[src/rtl/lphi_pkg.sv]
`timescale 1ns / 1ps
// ----------------------------------------------------------------------------
// Linear probing hash insert package
// Shared widths, reset values and the result word type.
// ----------------------------------------------------------------------------
package lphi_pkg;

    // Field widths of the input and result words.
    localparam int KEY_W   = 16;
    localparam int SIZE_W  = 11;
    localparam int SLOT_W  = 10;
    localparam int PROBE_W = 11;
    localparam int COUNT_W = 32;

    // Table depth default and the reset value of the size register.
    localparam int                DEPTH_DEFAULT = 1024;
    localparam logic [SIZE_W-1:0] SIZE_RESET    = 11'd1021;

    // Saturation value of the collision counter.
    localparam logic [COUNT_W-1:0] COUNT_MAX = {COUNT_W{1'b1}};

    // One result word.
    typedef struct packed {
        logic [SLOT_W-1:0]  slot;
        logic [PROBE_W-1:0] probes;
        logic               collided;
        logic               table_full;
        logic [COUNT_W-1:0] collision_total;
    } t_result;

endpackage

[src/rtl/lphi_mod_unit.sv]
`timescale 1ns / 1ps
// ----------------------------------------------------------------------------
// Linear probing hash insert remainder unit
// Restoring remainder of a key by the table size, one quotient bit per cycle.
// ----------------------------------------------------------------------------
module lphi_mod_unit #(
    parameter int NW = 11
) (
    input  logic                        i_clk,
    input  logic                        i_rst_n,
    input  logic                        i_start,
    input  logic [lphi_pkg::KEY_W-1:0]  i_dividend,
    input  logic [NW-1:0]               i_divisor,
    output logic                        o_done,
    output logic [NW-1:0]               o_rem
);

    localparam int CW = $clog2(lphi_pkg::KEY_W + 1);

    logic [CW-1:0]              r_cnt;
    logic                       r_busy;
    logic                       r_done;
    logic [NW-1:0]              r_rem;
    logic [NW-1:0]              r_div;
    logic [lphi_pkg::KEY_W-1:0] r_shift;

    logic [NW:0] w_trial;
    logic        w_fits;

    // One shift and compare-subtract step.
    always_comb begin
        w_trial = {r_rem, r_shift[lphi_pkg::KEY_W-1]};
        w_fits  = w_trial >= {1'b0, r_div};
    end

    // Control: count the key bits down.
    always_ff @(posedge i_clk) begin
        if (!i_rst_n) begin
            r_busy <= 1'b0;
            r_done <= 1'b0;
            r_cnt  <= '0;
        end else begin
            r_done <= 1'b0;
            if (i_start) begin
                r_busy <= 1'b1;
                r_cnt  <= CW'(lphi_pkg::KEY_W);
            end else if (r_busy) begin
                r_cnt <= r_cnt - 1'b1;
                if (r_cnt == CW'(1)) begin
                    r_busy <= 1'b0;
                    r_done <= 1'b1;
                end
            end
        end
    end

    // Datapath: partial remainder and remaining key bits.
    always_ff @(posedge i_clk) begin
        if (i_start) begin
            r_rem   <= '0;
            r_div   <= i_divisor;
            r_shift <= i_dividend;
        end else if (r_busy) begin
            r_rem   <= w_fits ? NW'(w_trial - {1'b0, r_div}) : w_trial[NW-1:0];
            r_shift <= {r_shift[lphi_pkg::KEY_W-2:0], 1'b0};
        end
    end

    assign o_done = r_done;
    assign o_rem  = r_rem;

endmodule

[config.mk]
export PLATFORM = sky130hd
export DESIGN_NAME = lphi_mod_unit
export DESIGN_NICKNAME = d
export VERILOG_FILES = /design/src/rtl/lphi_pkg.sv /design/src/rtl/lphi_mod_unit.sv
export SDC_FILE = /design/constraint.sdc
export NUM_CORES = 1
export LEC_CHECK = 0
export ABC_AREA = 1
export BUFFER_PORTS_ARGS = -buffer_cell sky130_fd_sc_hd__buf_2
export CAP_MARGIN = 20
export CORE_ASPECT_RATIO = 1.2
export CORE_UTILIZATION = 35
export CTS_BUF_LIST = sky130_fd_sc_hd__clkbuf_16
export CTS_CLUSTER_SIZE = 30
export DETAILED_ROUTE_END_ITERATION = 7
export SLEW_MARGIN = 20
export SYNTH_ARGS = -nofsm -noshare
export SYNTH_HDL_FRONTEND = slang
export SYNTH_SLANG_ARGS = --single-unit
[constraint.sdc]
create_clock -name i_clk -period 3.15 [get_ports i_clk]
set_input_delay 0.315 -clock i_clk [delete_from_list [all_inputs] [get_ports i_clk]]
set_output_delay 0.315 -clock i_clk [all_outputs]
set_load 0.02 [all_outputs]
==> results.ini, run 1 <==
[critical_path]
required_ns = 3.32
crit_arrival_ns = 2.39
worstSetupPathType = reg -> reg
critical_path_peak_fanout = 12
end_kind = register
cp-start-kind = register

[grt]
grt_first_pass_wirelength_um = 9530
grt_max_degree = 32
grt_remaining_overflow = 0
antenna_found_initial = 0
gr-usage-all-layers_pct = 15.7
grt_pass1_vias = 2137

[route]
vias_per_cell = 4.74
first_iter_violations = 122
vias = 2219
drtAntennaViolNets = 0
drt-total-wl_um = 5520
drt-wirelength-per-cell_um = 11.8
drc = 0
drtPass1Iterations = 4

[placement]
dp_hpwl_um = 4310
numPortBuffers = 41
gp_congestion = 0.905
post_dp_cell_area_um2 = 2880

[yosys]
syn_nets = 381
synth_top_cell_area_share_pct = 30.9
synth_area_leader_cell = edfxtp_1
synth-adder-area-share_pct = 6.96
synth_top_family_by_area = simple AND/OR/NAND/NOR gates
synth_compound_area_share_pct = 3.24
synth_ff_type = edfxtp_1
synth_area_um2 = 2630
synth_most_common_cell = nand2_1
synth-edff-count = 27
yosys-top-cells-area = edfxtp_1 31%, nand2_1 17%, dfxtp_1 14%
ys_async_sr_fraction_pct = 0
syn_inst = 337
synth.top_cells.by_count = 117 x nand2_1, 58 x inv_1, 27 x edfxtp_1
synthMuxAreaShare_pct = 0
ys_seq_area_share_pct = 44.6
ys_warn_count = 0
ys_ff_latch = 45
synth_simple_gate_area_share_pct = 32.5
yosys.cell_types.count = 31
syn_area_per_cell_um2 = 7.79
synthXorXnorAreaFrac_pct = 1.33

[timing]
hold_violations = 0
setup_viol_count_final = 0
slew_headroom_pct = 49.4
finalCritPeriodShare_pct = 70.4
finalSetupTns_ns = 0
finClkSkew_ns = 0.00279
period_minus_slack_ns = 2.22
rsz0062_at_grt = no
tightest_slew_ns = 0.757
report.final.slew_viol_count = 0
fmax_mhz = 451

[layout]
diodes = 0
nNetsFinal = 421
area_growth_pct = 15.9
layout-drive-gt1-share_pct = 18.3
fin_area_um2 = 3040
fin_util_pct = 41.8

[cts]
htreeDepth = 2
cts.repair.resized = 0
cts_buffer_depth = 2
cts_setup_buffers = 0
clk_pin_slew_ns = 0.06
insertion_delay_ns = 0.29
cts_tree = yes
cts_root_buffer = clkbuf_16
cts_buffers = 5
clock-sinks = 45
postCtsHoldBufs = 0

[power_and_ir_drop]
p_leak_uw = 0.00159
ir_drop_uv = 316
p_per_area_nw_per_um2 = 469

[floorplanning]
start_util_pct = 36.1
coreArea_um2 = 7270
dieWidth_um = 81.1
fp.dieH_um = 96.9
rows = 34
die-area_um2 = 7850
ioPinCount = 42

[status]
status = complete, no violations

[run]
max-cap-violations = 0

[min_path]
hold_path.class = in -> reg

[flip-flops by register name (all words and copies together) (netlist names)]
| name | cells |
|---|---|
| r_div | 11 |
| o_rem | 11 |
| r_busy | 1 |
| o_done | 1 |
| r_cnt | 5 |
| r_shift | 16 |
[critical path, cell delays in order, from the launching register on]
cell      delay, ns
edfxtp_1       0.34
inv_1          0.07
ha_1           0.20
fa_1           0.40
inv_1          0.11
nand2_1        0.06
nand2_1        0.10
nand2_2        0.07
nand2_1        0.07
nand2_2        0.15
nand3_2        0.29
nand2_1        0.11
nand3_1        0.08
o21ai_1        0.06
[layout by cell type, fill, tap and decap left out, drive strengths merged, types with 13 or more instances in the layout]
master,count
ha,13
nand3,29
nand2,124
nor2,19
nand4,14
dfxtp,18
buf,42
edfxtp,27
inv,60
[kinds of logic (layout without fill, tap and decap cells)]
kind of cell    Yosys count  in the layout
xor+xnor                  4              4
compound gates           14             14
buf+inv                  70            111
flops                    45             45
simple gates            190            190
fa+ha+maj                14             14
[per-layer routing]
metal | wire length [um] | part of all wire, % | up-vias | GRT usage (%)
li1 | - | - | 1143 | -
met1 | 2320 | 42 | 1008 | 18.7
met5 | 0 | 0 | - | 0
met2 | 2840 | 51 | 56 | 26.9
met4 | 126 | 2.3 | 0 | 6.32
met3 | 231 | 4.2 | 12 | 3.21
[layout make-up]
class | count | area, um2
tap | 90 | 113
multi-input combinational | 222 | 1150
timing repair buffer | 42 | 213
sequential | 45 | 1170
clock inverter | 2 | 11.3
inverter | 61 | 229
clock buffer | 6 | 150
fill | 760 | 4230
[report_power, final]
part	switching [uW]	internal, uW	leakage [uW]
registers	15.8	671	0.000419
clock network	219	339	0.0000757
logic	117	66.3	0.00109
total	352	1080	0.00159
[worst paths after layout]
check	start	cells after the start	slack (ns)	end
worst max-delay path	r_shift[15]	13	0.93	o_rem[3]
worst min-delay path	i_divisor[6]	1	0.20	r_div[6]
worst max register to register	r_shift[15]	13	0.93	o_rem[3]
worst min register to register	o_rem[10]	2	0.49	o_rem[10]
[per-stage QoR]
step / std cells / hold slack, ns / power (uW) / setup slack (ns)
global route: 468 / 0.191 / 1500 / 0.713
detailed placement: 460 / 0.483 / 884 / 0.949
global placement: 460 / 0.477 / 881 / 1.03
finish: 468 / 0.201 / 1430 / 0.933
floorplan: 337 / 0.414 / 827 / 1.23
CTS: 468 / 0.196 / 1450 / 0.936
Note: power is estimated with default switching activity, not from simulation.
==> inputs of run 2 (changes only) <==
Clock period 3.15 ns to 1.9 ns, I/O delays scaled along.
==> run 2 against run 1 <==
Global-route usage up 0.65 points; largest cell class is now multi-input gates; critical path depth unchanged; first-iteration DRC count down 0.82%; largest power group unchanged.
==> results.ini, run 2 (synthesized netlist as in run 1, its figures left out) <==
[status]
status = complete, no violations

[min_path]
hold_path.class = in -> reg
hold_start = i_divisor[9]

[placement]
numPortBuffers = 41  ; unchanged
dp_worst_setup_slack_ns = -0.0202  ; -0.969 ns
gp_congestion = 0.915  ; +1.1%
dp_hpwl_um = 4420  ; +2.6%

[grt]
grt_pass1_vias = 2269  ; +6.2%
antenna_found_initial = 0  ; unchanged
gr-usage-all-layers_pct = 16.4  ; +0.65 points
grt_max_degree = 23  ; -28%
met2_usage_pct = 27.5  ; +0.65 points
grt_remaining_overflow = 0  ; unchanged
use_met1_pct = 19.4  ; +0.73 points
gr-max-usage-layer = met2
gr-usage-met3_pct = 4.25  ; +1.0 points
grt_first_pass_wirelength_um = 9940  ; +4.3%

[critical_path]
cp-start-kind = register
end_kind = register
crit_arrival_ns = 2.06  ; -0.33 ns
path_cells = ha_4 -> fa_2 -> inv_2 -> nand2_2 -> nand2_2 -> nand2_2 -> nand2_2 -> nand2_4 -> nand3_4 -> buf_6 -> nand3_2 -> nand3_1 -> nand2_1
worst_path_most_repeated_cell = nand2_2
timing.rr.start = r_div[0]
worstSetupPathType = reg -> reg
critPathMaxStageDelay_ns = 0.42  ; +0.02 ns
critical_path_peak_fanout = 5  ; -7
crit_slowest_cell = edfxtp_1
required_ns = 2.09  ; -1.23 ns
critPathLaunch = r_div[0]

[cts]
clk_pin_slew_ns = 0.07  ; about the same
htreeDepth = 2  ; unchanged
cts_buffer_depth = 2  ; unchanged
cts_root_buffer = clkbuf_16
cts_tree = yes
postCtsHoldBufs = 0  ; unchanged
insertion_delay_ns = 0.29  ; about the same
cts_buffers = 5  ; unchanged
clock-sinks = 45  ; unchanged

[timing]
finalSetupTns_ns = 0  ; unchanged
hold_violations = 0  ; unchanged
setup_viol_count_final = 0  ; unchanged
report.final.slew_viol_count = 0  ; unchanged
period_minus_slack_ns = 1.87  ; -0.348 ns
finalCritPeriodShare_pct = 98.4  ; +28 points
tightest_slew_ns = 0.937  ; +0.180 ns
finClkSkew_ns = 0.00610  ; +0.00332 ns
slew_headroom_pct = 37.3  ; -12 points
fin_ws_ns = 0.0303  ; -0.902 ns
fmax_mhz = 535  ; +19%
rsz0062_at_grt = yes

[route]
drtPass1Iterations = 4  ; unchanged
drt-wirelength-per-cell_um = 12.2  ; +3.2%
vias = 2282  ; +2.8%
drtAntennaViolNets = 0  ; unchanged
vias_per_cell = 4.71  ; -0.56%
drc = 0  ; unchanged
drt-total-wl_um = 5890  ; +6.8%
first_iter_violations = 121  ; -0.82%

[floorplanning]
rows = 34  ; unchanged
die-area_um2 = 7850  ; unchanged
coreArea_um2 = 7270  ; unchanged
fp.dieH_um = 96.9  ; unchanged
dieWidth_um = 81.1  ; unchanged
start_util_pct = 36.1  ; unchanged
ioPinCount = 42  ; unchanged

[layout]
top_register = r_shift
fillers = 718  ; -5.5%
diodes = 0  ; unchanged
nNetsFinal = 437  ; +3.8%
multi_input_area_um2 = 1190  ; +3.5%
largest_register_ffs = 16  ; unchanged
layout-drive-gt1-share_pct = 24.1  ; +5.9 points
layout_commonest_cell = nand2_1
area_growth_pct = 24.2
layout_common_cells = 112 x nand2_1, 57 x inv_1, 41 x buf_2, 27 x edfxtp_1, 21 x nand3_1
register_area_um2 = 1170  ; +0.11%
fin_util_pct = 44.8  ; +3.0 points

[power_and_ir_drop]
p_leak_uw = 0.00171  ; +7.6%
ir_drop_uv = 449  ; +42%
p_per_area_nw_per_um2 = 787  ; +68%

[run]
max-cap-violations = 0  ; unchanged

==> run 2: metal layers <==
metal	vias to the layer above	part of all wire, %
li1	1173	-
met1	1031	44
met2	64	48
met3	14	4.7
met4	0	2.7
met5	-	0
==> run 2: final timing paths <==
kind / to / slack (ns) / depth (start not counted)
max reg2reg: o_rem[7] / 0.03 / 13
max: o_rem[7] / 0.03 / 13
min: r_div[9] / 0.07 / 1
min reg2reg: o_rem[10] / 0.48 / 2
==> run 2: layout make-up <==
type	count	share of cell area, %
clock buffer	6	4.61
clock inverter	2	1.07
inverter	61	7.02
multi-input combinational	222	36.7
sequential	45	36.0
tap	90	3.45
timing repair buffer	58	11.2
==> run 2: worst max-delay path, delay by kind of cell, from the launching register on <==
family | cells | cell delay, ns
flops | 1 | 0.42
buf+inv | 2 | 0.21
simple gates | 9 | 0.61
fa+ha+maj | 2 | 0.54
==> run 2: repair_timing <==
item,in CTS,in global routing
endpoints found under the setup margin,9,11
pin swaps,1,2
resized for setup,3,13
gates cloned,0,1
setup buffers,0,1
==> run 2: stage by stage <==
step	cells	cell area [um2]	hold slack, ns	total power [uW]
5_1_grt	484	3260	0.0679	2680
2_1_floorplan	337	2630	0.289	1370
3_3_place_gp	474	2990	0.366	1470
6_report	484	3260	0.0723	2570
3_5_place_dp	474	2990	0.371	1480
4_1_cts	482	3180	0.0708	2560
==> run 2: report_power, final <==
| group | switching (uW) | internal [uW] |
|---|---|---|
| registers | 25.8 | 1110 |
| logic | 207 | 136 |
| clock network | 388 | 699 |
==> inputs of run 3 (changes only) <==
Settings changed: BUFFER_PORTS_ARGS -buffer_cell sky130_fd_sc_hd__buf_2 to default, CAP_MARGIN 20 to 30, DONT_BUFFER_PORTS from default to 1.
==> run 3 against run 2 <==
Clock power decreased by 15%; sequential power about the same; sequential cell count unchanged; critical path type unchanged; largest cell class unchanged.
==> results.ini, run 3 (synthesized netlist as in run 1, its figures left out) <==
[critical_path]
critical_path_peak_fanout = 6  ; +1
worst_path_most_repeated_cell = nand2_2
cp-start-kind = register
crit_arrival_ns = 1.98  ; -0.08 ns
critPathMaxStageDelay_ns = 0.36  ; -0.06 ns
crit_slowest_cell = fa_2
required_ns = 2.06  ; -0.03 ns
worstSetupPathType = reg -> reg
path_cells = inv_2 -> ha_2 -> fa_2 -> inv_2 -> nand2_1 -> nand2_2 -> nand2_2 -> nand2_2 -> nand2_4 -> nand3_4 -> buf_12 -> nand2_1 -> nand3_1 -> o21ai_1
end_kind = register

[grt]
gr-usage-all-layers_pct = 15.4  ; -0.94 points
antenna_found_initial = 0  ; unchanged
grt_remaining_overflow = 0  ; unchanged
grt_pass1_vias = 2145  ; -5.5%
grt_max_degree = 32  ; +39%
grt_first_pass_wirelength_um = 9340  ; -6.1%

[layout]
area_growth_pct = 21.3
largest_register_ffs = 16  ; unchanged
layout_common_cells = 114 x nand2_1, 57 x inv_1, 27 x edfxtp_1, 20 x nand3_1, 19 x buf_4
fillers = 724  ; +0.84%
nNetsFinal = 414  ; -5.3%
top_register = r_shift
layout-drive-gt1-share_pct = 15.9  ; -8.2 points
fin_area_um2 = 3180  ; -2.3%
diodes = 0  ; unchanged
layout_commonest_cell = nand2_1

[placement]
dp_hpwl_um = 4190  ; -5.1%
gp_congestion = 0.891  ; -2.7%
numPortBuffers = 0  ; -100%
post_dp_cell_area_um2 = 2850  ; -4.5%

[cts]
cts_root_buffer = clkbuf_16
cts_buffers = 5  ; unchanged
htreeDepth = 2  ; unchanged
clock-sinks = 45  ; unchanged
clk_pin_slew_ns = 0.07  ; about the same
insertion_delay_ns = 0.29  ; about the same
cts_tree = yes
cts_buffer_depth = 2  ; unchanged

[floorplanning]
coreArea_um2 = 7270  ; unchanged
fp.dieH_um = 96.9  ; unchanged
start_util_pct = 36.1  ; unchanged
die-area_um2 = 7850  ; unchanged
rows = 34  ; unchanged
dieWidth_um = 81.1  ; unchanged
ioPinCount = 42  ; unchanged

[run]
max-cap-violations = 0  ; unchanged

[power_and_ir_drop]
ir_drop_uv = 525  ; +17%
p_per_area_nw_per_um2 = 750  ; -4.8%
power_frac_clock_pct = 38.9  ; -3.4 points
p_leak_uw = 0.00160  ; -6.5%
p_sw_uw = 579  ; -6.6%
sequentialPowerShare_pct = 47.6  ; +3.3 points
p_sw_share_pct = 24.3  ; +0.098 points
p_int_uw = 1810  ; -7.1%
p_total_uw = 2390  ; -7.0%
power_frac_comb_pct = 13.6  ; +0.3 points

[timing]
finClkSkew_ns = 0.00822  ; +0.00212 ns
fin_hold_ws_ns = 0.0113  ; -0.0610 ns
fmax_mhz = 552  ; +3.2%
rsz0062_at_grt = yes
report.final.slew_viol_count = 0  ; unchanged
setup_viol_count_final = 0  ; unchanged
finalCritPeriodShare_pct = 95.4  ; -3.0 points
hold_violations = 0  ; unchanged
tightest_slew_ns = 0.617  ; -0.320 ns
slew_headroom_pct = 58.7  ; +21 points
period_minus_slack_ns = 1.81  ; -0.0579 ns

[min_path]
hold_path.class = in -> reg

[route]
drt-total-wl_um = 5660  ; -4.0%
drc = 0  ; unchanged
first_iter_violations = 112  ; -7.4%
vias = 2135  ; -6.4%
drt-wirelength-per-cell_um = 12.3  ; +0.78%
drtAntennaViolNets = 0  ; unchanged
vias_per_cell = 4.63  ; -1.8%
drtPass1Iterations = 4  ; unchanged

[status]
status = complete, no violations

==> run 3: cell types whose count changed in the layout (fill, tap and decap cells not counted), sizes merged <==
| cell | previous run | this run |
|---|---|---|
| buf | 57 | 23 |
| bufinv | 1 | 0 |
| clkbuf | 7 | 6 |
| dlygate4sd3 | 0 | 12 |
| inv | 60 | 61 |
==> run 3: layer usage <==
metal  GRT usage (%)  share of wire [%]  vias to the layer above
met2            26.5                 50                       43
met3            4.25                4.7                        9
met5               0                  0                        -
met4            4.95                1.3                        0
li1                -                  -                     1127
met1            18.1                 44                      956
==> run 3: critical path: cells and delay by family, from the launching register on <==
family	cells	cell delay (ns)
AOI/OAI and AO/OA	1	0.06
DFF	1	0.34
adders and majority gates	2	0.55
buffers and inverters	3	0.22
and+or+nand+nor	8	0.51
==> run 3: power by group through the flow <==
stage / clock (uW) / sequential, uW / combinational [uW]
floorplan: 0 / 1160 / 216
global placement: 0 / 1150 / 286
detailed placement: 0 / 1160 / 290
CTS: 951 / 1140 / 310
global route: 983 / 1140 / 369
finish: 928 / 1140 / 324
==> run 3: path summary, 6_finish.rpt <==
check | from | to | slack, ns | depth (start not counted)
worst max-delay path | r_shift[15] | o_rem[0] | 0.09 | 14
worst min-delay path | i_start | r_div[9] | 0.01 | 0
worst max register to register | r_shift[15] | o_rem[0] | 0.09 | 14
worst min register to register | r_shift[12] | r_shift[13] | 0.52 | 2
==> run 3: timing repair <==
action	4_1_cts	5_1_grt
resized for setup	2	11
setup buffers	0	2
endpoints found under the setup margin	7	11
endpoints found under the hold margin	11	1
hold buffers	11	1
pin swaps	0	3
==> run 3: layout make-up <==
cell class | instances | area, um2 | share of cell area, %
Timing Repair Buffer | 35 | 325 | 10.2
Clock inverter | 2 | 8.76 | 0.275
Tap cell | 90 | 113 | 3.54
Multi-Input combinational cell | 222 | 1180 | 37.2
Inverter | 61 | 229 | 7.19
Sequential cell | 45 | 1170 | 36.8
Clock buffer | 6 | 150 | 4.72
==> run 3: metrics by stage <==
step	TNS, ns	instances	util (%)	setup slack (ns)
floorplan	0	337	-	0.0411
detailed placement	-0.0645	439	39.2	-0.0185
CTS	0	458	43.0	0.0154
global route	-0.186	461	43.8	-0.0404
finish	0	461	43.8	0.0882
global placement	0	439	39.2	0.0121
